**src/ita_pkg.sv**
```systemverilog
// Integer to ASCII formatter: shared package.
// Beat payload types, controller/datapath command and status structs, constants.
// No dependencies.
package ita_pkg;

   localparam int unsigned DIGIT_MAX = 10;
   localparam int unsigned PTR_W     = $clog2(DIGIT_MAX + 1);
   localparam int unsigned IDX_W     = $clog2(DIGIT_MAX);

   localparam logic [31:0] RECIP_TEN  = 32'hCCCC_CCCD;
   localparam int unsigned RECIP_SHIFT = 35;
   localparam logic [3:0]  DEC_BASE   = 4'd10;

   localparam logic [7:0] CHAR_ZERO  = 8'h30;
   localparam logic [7:0] CHAR_A     = 8'h41;
   localparam logic [7:0] CHAR_MINUS = 8'h2D;

   localparam logic MODE_DEC = 1'b0;
   localparam logic MODE_HEX = 1'b1;

   typedef struct packed {
      logic        mode;
      logic [31:0] value;
   } req_type;

   typedef struct packed {
      logic [7:0] character;
      logic       last;
   } rsp_type;

   typedef struct packed {
      logic load;
      logic gen;
      logic push_sign;
      logic push_digit;
   } cmd_type;

   typedef struct packed {
      logic neg;
      logic gen_done;
      logic emit_done;
      logic out_free;
   } sts_type;

   function automatic logic [7:0] digit_char(input logic [3:0] d);
      logic [7:0] c;
      if (d < DEC_BASE) begin
         c = CHAR_ZERO + {4'b0, d};
      end else begin
         c = CHAR_A + {4'b0, d} - {4'b0, DEC_BASE};
      end
      return c;
   endfunction

endpackage

```
**src/ita_ctrl.sv**
```systemverilog
// Integer to ASCII formatter: sequencing state machine.
// Drives datapath commands from datapath status. Depends on ita_pkg.
module ita_ctrl
   import ita_pkg::*;
(
   input  logic    clock,
   input  logic    reset,
   input  logic    req_valid,
   output logic    req_ready,
   input  sts_type sts,
   output cmd_type cmd
);

   typedef enum logic [3:0] {
      ST_IDLE = 4'b0001,
      ST_GEN  = 4'b0010,
      ST_SIGN = 4'b0100,
      ST_EMIT = 4'b1000
   } state_type;

   state_type state_ff, state_in;

   always_comb begin
      state_in  = state_ff;
      cmd       = '0;
      req_ready = 1'b0;
      case (state_ff)
         ST_IDLE: begin
            req_ready = 1'b1;
            if (req_valid) begin
               cmd.load = 1'b1;
               state_in = ST_GEN;
            end
         end
         ST_GEN: begin
            cmd.gen = 1'b1;
            if (sts.gen_done) begin
               state_in = sts.neg ? ST_SIGN : ST_EMIT;
            end
         end
         ST_SIGN: begin
            if (sts.out_free) begin
               cmd.push_sign = 1'b1;
               state_in      = ST_EMIT;
            end
         end
         ST_EMIT: begin
            if (sts.out_free) begin
               cmd.push_digit = 1'b1;
               if (sts.emit_done) begin
                  state_in = ST_IDLE;
               end
            end
         end
         default: begin
            state_in = ST_IDLE;
         end
      endcase
   end

   always_ff @(posedge clock) begin
      if (reset) begin
         state_ff <= ST_IDLE;
      end else begin
         state_ff <= state_in;
      end
   end

   a_sign_only_neg: assert property (@(posedge clock) disable iff (reset)
      (state_ff == ST_SIGN) |-> sts.neg)
      else $error("sign state entered for a non-negative number");

endmodule

```
**config.mk**
```make
export PLATFORM = sky130hd
export DESIGN_NAME = ita_ctrl
export DESIGN_NICKNAME = d
export VERILOG_FILES = /design/src/ita_pkg.sv /design/src/ita_ctrl.sv
export SDC_FILE = /design/constraint.sdc
export NUM_CORES = 1
export LEC_CHECK = 0
export BUFFER_PORTS_ARGS = -buffer_cell sky130_fd_sc_hd__buf_2
export CORE_AREA = 2 2 39 41
export DETAILED_ROUTE_END_ITERATION = 8
export DIE_AREA = 0 0 41 43
export GPL_TIMING_DRIVEN = 1
export PLACE_DENSITY_LB_ADDON = 0.08
export SYNTH_ARGS = -nofsm -noshare
export SYNTH_HDL_FRONTEND = slang
export SYNTH_SLANG_ARGS = --single-unit
```
**constraint.sdc**
```tcl
create_clock -name clock -period 4.2 [get_ports clock]
set_input_delay 0.63 -clock clock [delete_from_list [all_inputs] [get_ports clock]]
set_output_delay 0.63 -clock clock [all_outputs]
set_load 0.05 [all_outputs]
```
==> summary.txt, run 1 <==
GP Congestion -> 0.7639
Vias in the first global route -> 322
Drt first pass iters -> 3
Mapped Avg Cell Area -> 8.100 µm²
Asr flop ratio synth -> 0%
Root buffer cell -> clkbuf_4
CP Launch Point -> state_ff[2]$_SDFFE_PP0P_
Crit path cell chain -> nor4b_1, and2_1, buf_2
Routing usage on met1 -> 12.14%
Netlist cell types -> 26
Crit Path Max Fanout -> 8
Predominant post-synthesis flop cell -> dfxtp_1
Worst R2R Start -> state_ff[1]$_SDFFE_PP0P_
Total core area -> 0.001384 mm²
Placed insts -> 62
Post-CTS Setup Inserts -> 0
Compound-Gate Fraction of Synth Area -> 13.82%
Final Cycle Share -> 51.53%
Clock Skews -> 0.004433 ns
# DRC -> 0
Crit path time final -> 2.164 ns
Global routing's busiest layer -> met2
CP max-delay cell -> nor4b_1
Antenna cells -> 0
CP peak stage delay -> 0.43 ns
IO Count -> 12
Synth Area in Adders -> 0%
Peak Freq -> 462.1 MHz
Routed len/inst -> 12.00 µm
#FFs+latches synth -> 4
Reg-to-reg slack, setup -> 2.73 ns
Die area -> 0.001763 mm²
M2 GR Usage -> 15.63%
Die W -> 41 µm
Hold path startpoint -> state_ff[2]$_SDFFE_PP0P_
Seq/Total Area, Yosys -> 26.02%
EDFF count, synth -> 0
Clk sinks -> 4
Worst R2R End -> state_ff[0]$_SDFFE_PP1P_
Largest net degree at the start of global routing -> 11
Post-DRT Antenna Nets -> 0
Fin nets -> 58
XOR/XNOR Fraction of Synth Area -> 5.691%
Fin. max-slew vios -> 0
Total track usage -> 11.32%
Worst-margin pin slew -> 0.4623 ns
Multiplexer share of the synthesized area -> 3.252%
Worst Hold Path Cells -> 2
Largest Register -> state_ff
Number of cell rows -> 14
Layout cells sized above 1 -> 36.73%
Synth area leader -> dfxtp_1
CTS max path bufs -> 2
CTS Buf Count -> 3
Fin util -> 27.76%
Syn Inst Count -> 38
Initial antenna violation count -> 0
Final hold viol count -> 0
Count of final setup violators -> 0
HPWL after detailed placement -> 623 µm
CP required -> 3.57 ns
RSZ-0062 raised after global routing -> no
Critical path startpoint category -> flop
DRT iter0 DRCs -> 2
Worst skew pair latency -> 0.24 ns
Reg2Reg Depth -> 3
Status -> complete, no violations
Final wirelength -> 780 µm
Mapped Area -> 307.8 µm²
Gr ovfl total -> 0
Hold Buf Count CTS -> 0
H-Tree Depth -> 1
Via count -> 320
Post-synth top area share -> 26.02%
Grt met3 use -> 3.665%
Worst path arrival time -> 1.53 ns
Initial Utilization -> 22.24%
CTS tree -> built
Largest regs -> state_ff (4)
CP endpoint kind -> output pin
Yosys warning count -> 0
Area share of and/or/nand/nor cells after synthesis -> 43.09%
Top cells by area, synth -> dfxtp_1 26%, nor3_1 4.9%, nand2_1 4.9%
Max Cap Viol -> 0
Fillers -> 156
Largest family of logic cells by synthesized area -> simple AND/OR/NAND/NOR gates
Worst hold path class -> reg2reg
Die H -> 43 µm
First-pass GRT wire length -> 1.269 mm
Area of the multi-input gates -> 202.7 µm²
Clk slew on worst S/H paths -> 0.04 ns
Setup_tns -> 0 ns
Final non-filler cell total -> 65
Slew margin rel. -> 68.85%
Area growth, synth to finish -> 24.80%
Synth cell count leaders -> 4 x dfxtp_1, 4 x nand2_1, 3 x nor3_1
Pleak -> 0.1528 nW
I/O Buffers -> 11
Max reg flops -> 4
Syn Nets -> 45
Max rail drop VDD -> 0.1290 mV
Buf/Inv on CP -> 1
Crit-path leading delay family -> simple AND/OR/NAND/NOR gates
Reg area -> 80.08 µm²
Routed vias/inst -> 4.923
WS Path Type -> reg2out
PD cells -> 364.1 mW/mm²
Post_cts resized -> 0
Hold EP -> state_ff[2]$_SDFFE_PP0P_
[final cells by class]
class / count / share of cell area [%]
multi-input cells: 30 / 52.77
well taps: 16 / 5.212
repair buffers: 11 / 14.33
clock buffers: 3 / 5.863
inverters: 1 / 0.9772
flip-flops and latches: 4 / 20.85
[kinds of logic (layout without fill, tap and decap cells)]
group                     count (synthesis)  count (layout)
muxes                                     1               1
DFF                                       4               4
buffers and inverters                     4              15
and+or+nand+nor                          21              21
AOI/OAI and AO/OA                         6               6
xor gates and xnor gates                  2               2
[per-stage QoR]
stage                     total power [mW]  setup WS [ns]  hold WS [ns]  cell area (µm²)
after floorplan                    0.08102         0.7405        0.5748            307.8
after global routing                0.1488          1.872        0.6301            384.1
final                               0.1399          2.036        0.5910            384.1
after CTS                           0.1419          2.025        0.5955            384.1
after detailed placement           0.09065          2.293        0.5867            361.6
after global placement             0.09077          2.343        0.5747            361.6
[per-layer routing]
| layer | vias to the layer above | share of wire [%] |
|---|---|---|
| met5 | - | 0 |
| met4 | 0 | 2.4 |
| met3 | 2 | 6.9 |
| met2 | 11 | 49 |
| met1 | 144 | 41 |
| li1 | 163 | - |
[how the worst max path moves through the flow]
| stage | endpoint | slack, ns | cells after the start |
|---|---|---|---|
| floorplan | cmd[3] | 0.74 | 3 |
| global placement | cmd[3] | 2.34 | 3 |
| finish | cmd[3] | 2.04 | 3 |
| detailed placement | cmd[3] | 2.29 | 3 |
| global route | cmd[3] | 1.87 | 3 |
| CTS | cmd[3] | 2.03 | 3 |
[worst register-to-register path, delay by kind of cell, from the launching register on]
kind	cells	cell delay, ns
DFF	1	0.38
and+or+nand+nor	2	0.66
AOI/OAI and AO/OA	1	0.31
[where the power goes]
group	total, mW	switching, mW	internal, mW
clock	0.0501	0.0180	0.0321
sequential	0.0460	0.00490	0.0411
combinational	0.0437	0.0276	0.0161
total	0.140	0.0505	0.0893
[cells in the final DEF, fill, tap and decap left out, drive strengths merged]
cell type,synthesis,layout
a311o,1,1
a21oi,1,1
a31oi,1,1
nor4b,1,1
nand2,4,4
nor3,3,3
or3,1,1
and2,1,1
and4b,1,1
inv,1,1
o21ai,1,1
xnor2,1,1
nor3b,2,2
buf,3,11
nand4,2,2
and3,1,1
mux2i,1,1
xor2,1,1
nor2,2,2
or2,1,1
clkbuf,0,3
o211ai,1,1
nor2b,1,1
dfxtp,4,4
or2b,1,1
a211o,1,1
No activity file was read; power rests on OpenSTA's default activity.
==> run 2, diff against run 1 <==
==> constraint.sdc (replaced) <==
create_clock -name clock -period 1.8 [get_ports clock]
set_input_delay 0.27 -clock clock [delete_from_list [all_inputs] [get_ports clock]]
set_output_delay 0.27 -clock clock [all_outputs]
set_load 0.05 [all_outputs]
==> summary.txt, run 2 (synthesis results as in run 1) <==
Max rail drop VDD -> 0.5203 mV (was 0.1290 mV)
Design area -> 405.4 µm² (was 384.1 µm²)
Count of final setup violators -> 0 (unchanged)
Worst-margin pin slew -> 0.4582 ns (was 0.4623 ns)
Post-Place Cell Area -> 382.9 µm² (was 361.6 µm²)
CP peak stage delay -> 0.40 ns (was 0.43 ns)
Die W -> 41 µm (unchanged)
DRT iter0 DRCs -> 2 (unchanged)
Reg-to-reg slack, setup -> 0.29 ns (was 2.73 ns)
CP endpoint kind -> output pin (unchanged)
Die area -> 0.001763 mm² (unchanged)
CTS Buf Count -> 3 (unchanged)
Worst skew pair latency -> 0.24 ns (about the same)
Clk slew on worst S/H paths -> 0.04 ns (about the same)
Total core area -> 0.001384 mm² (unchanged)
Vias in the first global route -> 318 (was 322)
CTS tree -> built (unchanged)
Total track usage -> 10.94% (was 11.32%)
Initial Utilization -> 22.24% (unchanged)
Routed len/inst -> 12.52 µm (was 12.00 µm)
Crit path time final -> 1.686 ns
Post-CTS Setup Inserts -> 0 (unchanged)
Antenna cells -> 0 (unchanged)
Max reg flops -> 4 (unchanged)
Drt first pass iters -> 4 (was 3)
Root buffer cell -> clkbuf_4 (unchanged)
CTS max path bufs -> 2 (unchanged)
Number of cell rows -> 14 (unchanged)
Layout cells sized above 1 -> 42.86% (was 36.73%)
Routed vias/inst -> 5.000 (was 4.923)
Final Cycle Share -> 93.66%
WS Path Type -> reg2out (unchanged)
Fillers -> 158 (was 156)
Status -> complete, no violations (unchanged)
HPWL after detailed placement -> 631.3 µm (was 623 µm)
Largest regs -> state_ff (4) (unchanged)
Pwr Total -> 336.0 µW (was 139.9 µW)
IO Count -> 12 (unchanged)
Post_cts resized -> 0 (unchanged)
Fin Hold WS -> 0.2513 ns (was 0.5910 ns)
PD cells -> 828.9 mW/mm² (was 364.1 mW/mm²)
RSZ-0062 raised after global routing -> no (unchanged)
Setup_tns -> 0 ns (unchanged)
H-Tree Depth -> 1 (unchanged)
Pleak -> 0.1667 nW (was 0.1528 nW)
CP required -> 1.53 ns (was 3.57 ns)
Max Cap Viol -> 0 (unchanged)
First-pass GRT wire length -> 1.283 mm (was 1.269 mm)
Clk sinks -> 4 (unchanged)
Largest net degree at the start of global routing -> 11 (unchanged)
Fin nets -> 58 (unchanged)
Worst hold path class -> in2reg (was reg2reg)
Peak Freq -> 593.1 MHz
CP Launch Point -> state_ff[1]$_SDFFE_PP0P_ (was state_ff[2]$_SDFFE_PP0P_)
Final hold viol count -> 0 (unchanged)
Critical path startpoint category -> flop (unchanged)
I/O Buffers -> 11 (unchanged)
CP max-delay cell -> dfxtp_1 (was nor4b_1)
Die H -> 43 µm (unchanged)
# DRC -> 0 (unchanged)
Fin. max-slew vios -> 0 (unchanged)
Crit Path Max Fanout -> 10 (was 8)
Hold Buf Count CTS -> 0 (unchanged)
Gr ovfl total -> 0 (unchanged)
Commonest non-fill, non-tap cell in the layout -> buf_2 (unchanged)
Via count -> 325 (was 320)
Worst path arrival time -> 1.42 ns (was 1.53 ns)
Post-DRT Antenna Nets -> 0 (unchanged)
Hold path startpoint -> reset (was state_ff[2]$_SDFFE_PP0P_)
Largest Register -> state_ff (unchanged)
Final wirelength -> 814 µm (was 780 µm)
Worst R2R Start -> state_ff[1]$_SDFFE_PP0P_ (unchanged)
Crit path cell chain -> nor4b_4, and2_2, buf_2 (was nor4b_1, and2_1, buf_2)
Most frequent cells in the layout -> 11 x buf_2, 4 x nand2_1, 4 x dfxtp_1 (unchanged)
Slew margin rel. -> 69.13% (was 68.85%)
Initial antenna violation count -> 0 (unchanged)
Clock Skews -> 0.004200 ns (was 0.004433 ns)
GP Congestion -> 0.6718 (was 0.7639)
Area growth, synth to finish -> 31.71% (was 24.80%)
run 2: worst max-delay path, delay by kind of cell, from the launching register on:
family                 cells  cell delay, ns
buffers and inverters      1            0.26
flip-flops                 1            0.40
AND/OR/NAND/NOR            2            0.53
run 2: final cells by class:
type	count	area, µm²	share of cell area (%)
clock buffers	3	22.52	5.556
inverters	1	3.754	0.9259
multi-input cells	30	224.0	55.25
well taps	16	20.02	4.938
repair buffers	11	55.05	13.58
flip-flops and latches	4	80.08	19.75
run 2: final timing paths:
check	endpoint	cells past startpoint
hold / removal	state_ff[2]$_SDFFE_PP0P_	2
setup / recovery	cmd[3]	3
hold reg to reg	state_ff[2]$_SDFFE_PP0P_	2
setup reg to reg	state_ff[0]$_SDFFE_PP1P_	3
run 2: through the flow:
stage	setup slack (ns)	util, %	cells
2_1_floorplan	-0.03403	-	38
3_3_place_gp	0.3190	27.67	62
3_5_place_dp	0.2878	27.67	62
4_1_cts	0.1044	29.29	65
5_1_grt	0.03709	29.29	65
6_report	0.1141	29.29	65
run 2: metal layers:
layer / share of wire, % / track usage [%] / vias to the layer above
met5: 0 / 0 / -
met4: 0 / 4.000 / 0
met3: 8.8 / 6.806 / 0
met2: 44 / 15.00 / 17
met1: 47 / 13.50 / 149
li1: - / - / 159
run 2: power by group:
part | internal (mW) | leakage (nW) | switching (mW)
logic | 0.0451 | 0.120 | 0.0667
registers | 0.0959 | 0.0327 | 0.0131
clock network | 0.0748 | 0.0138 | 0.0404
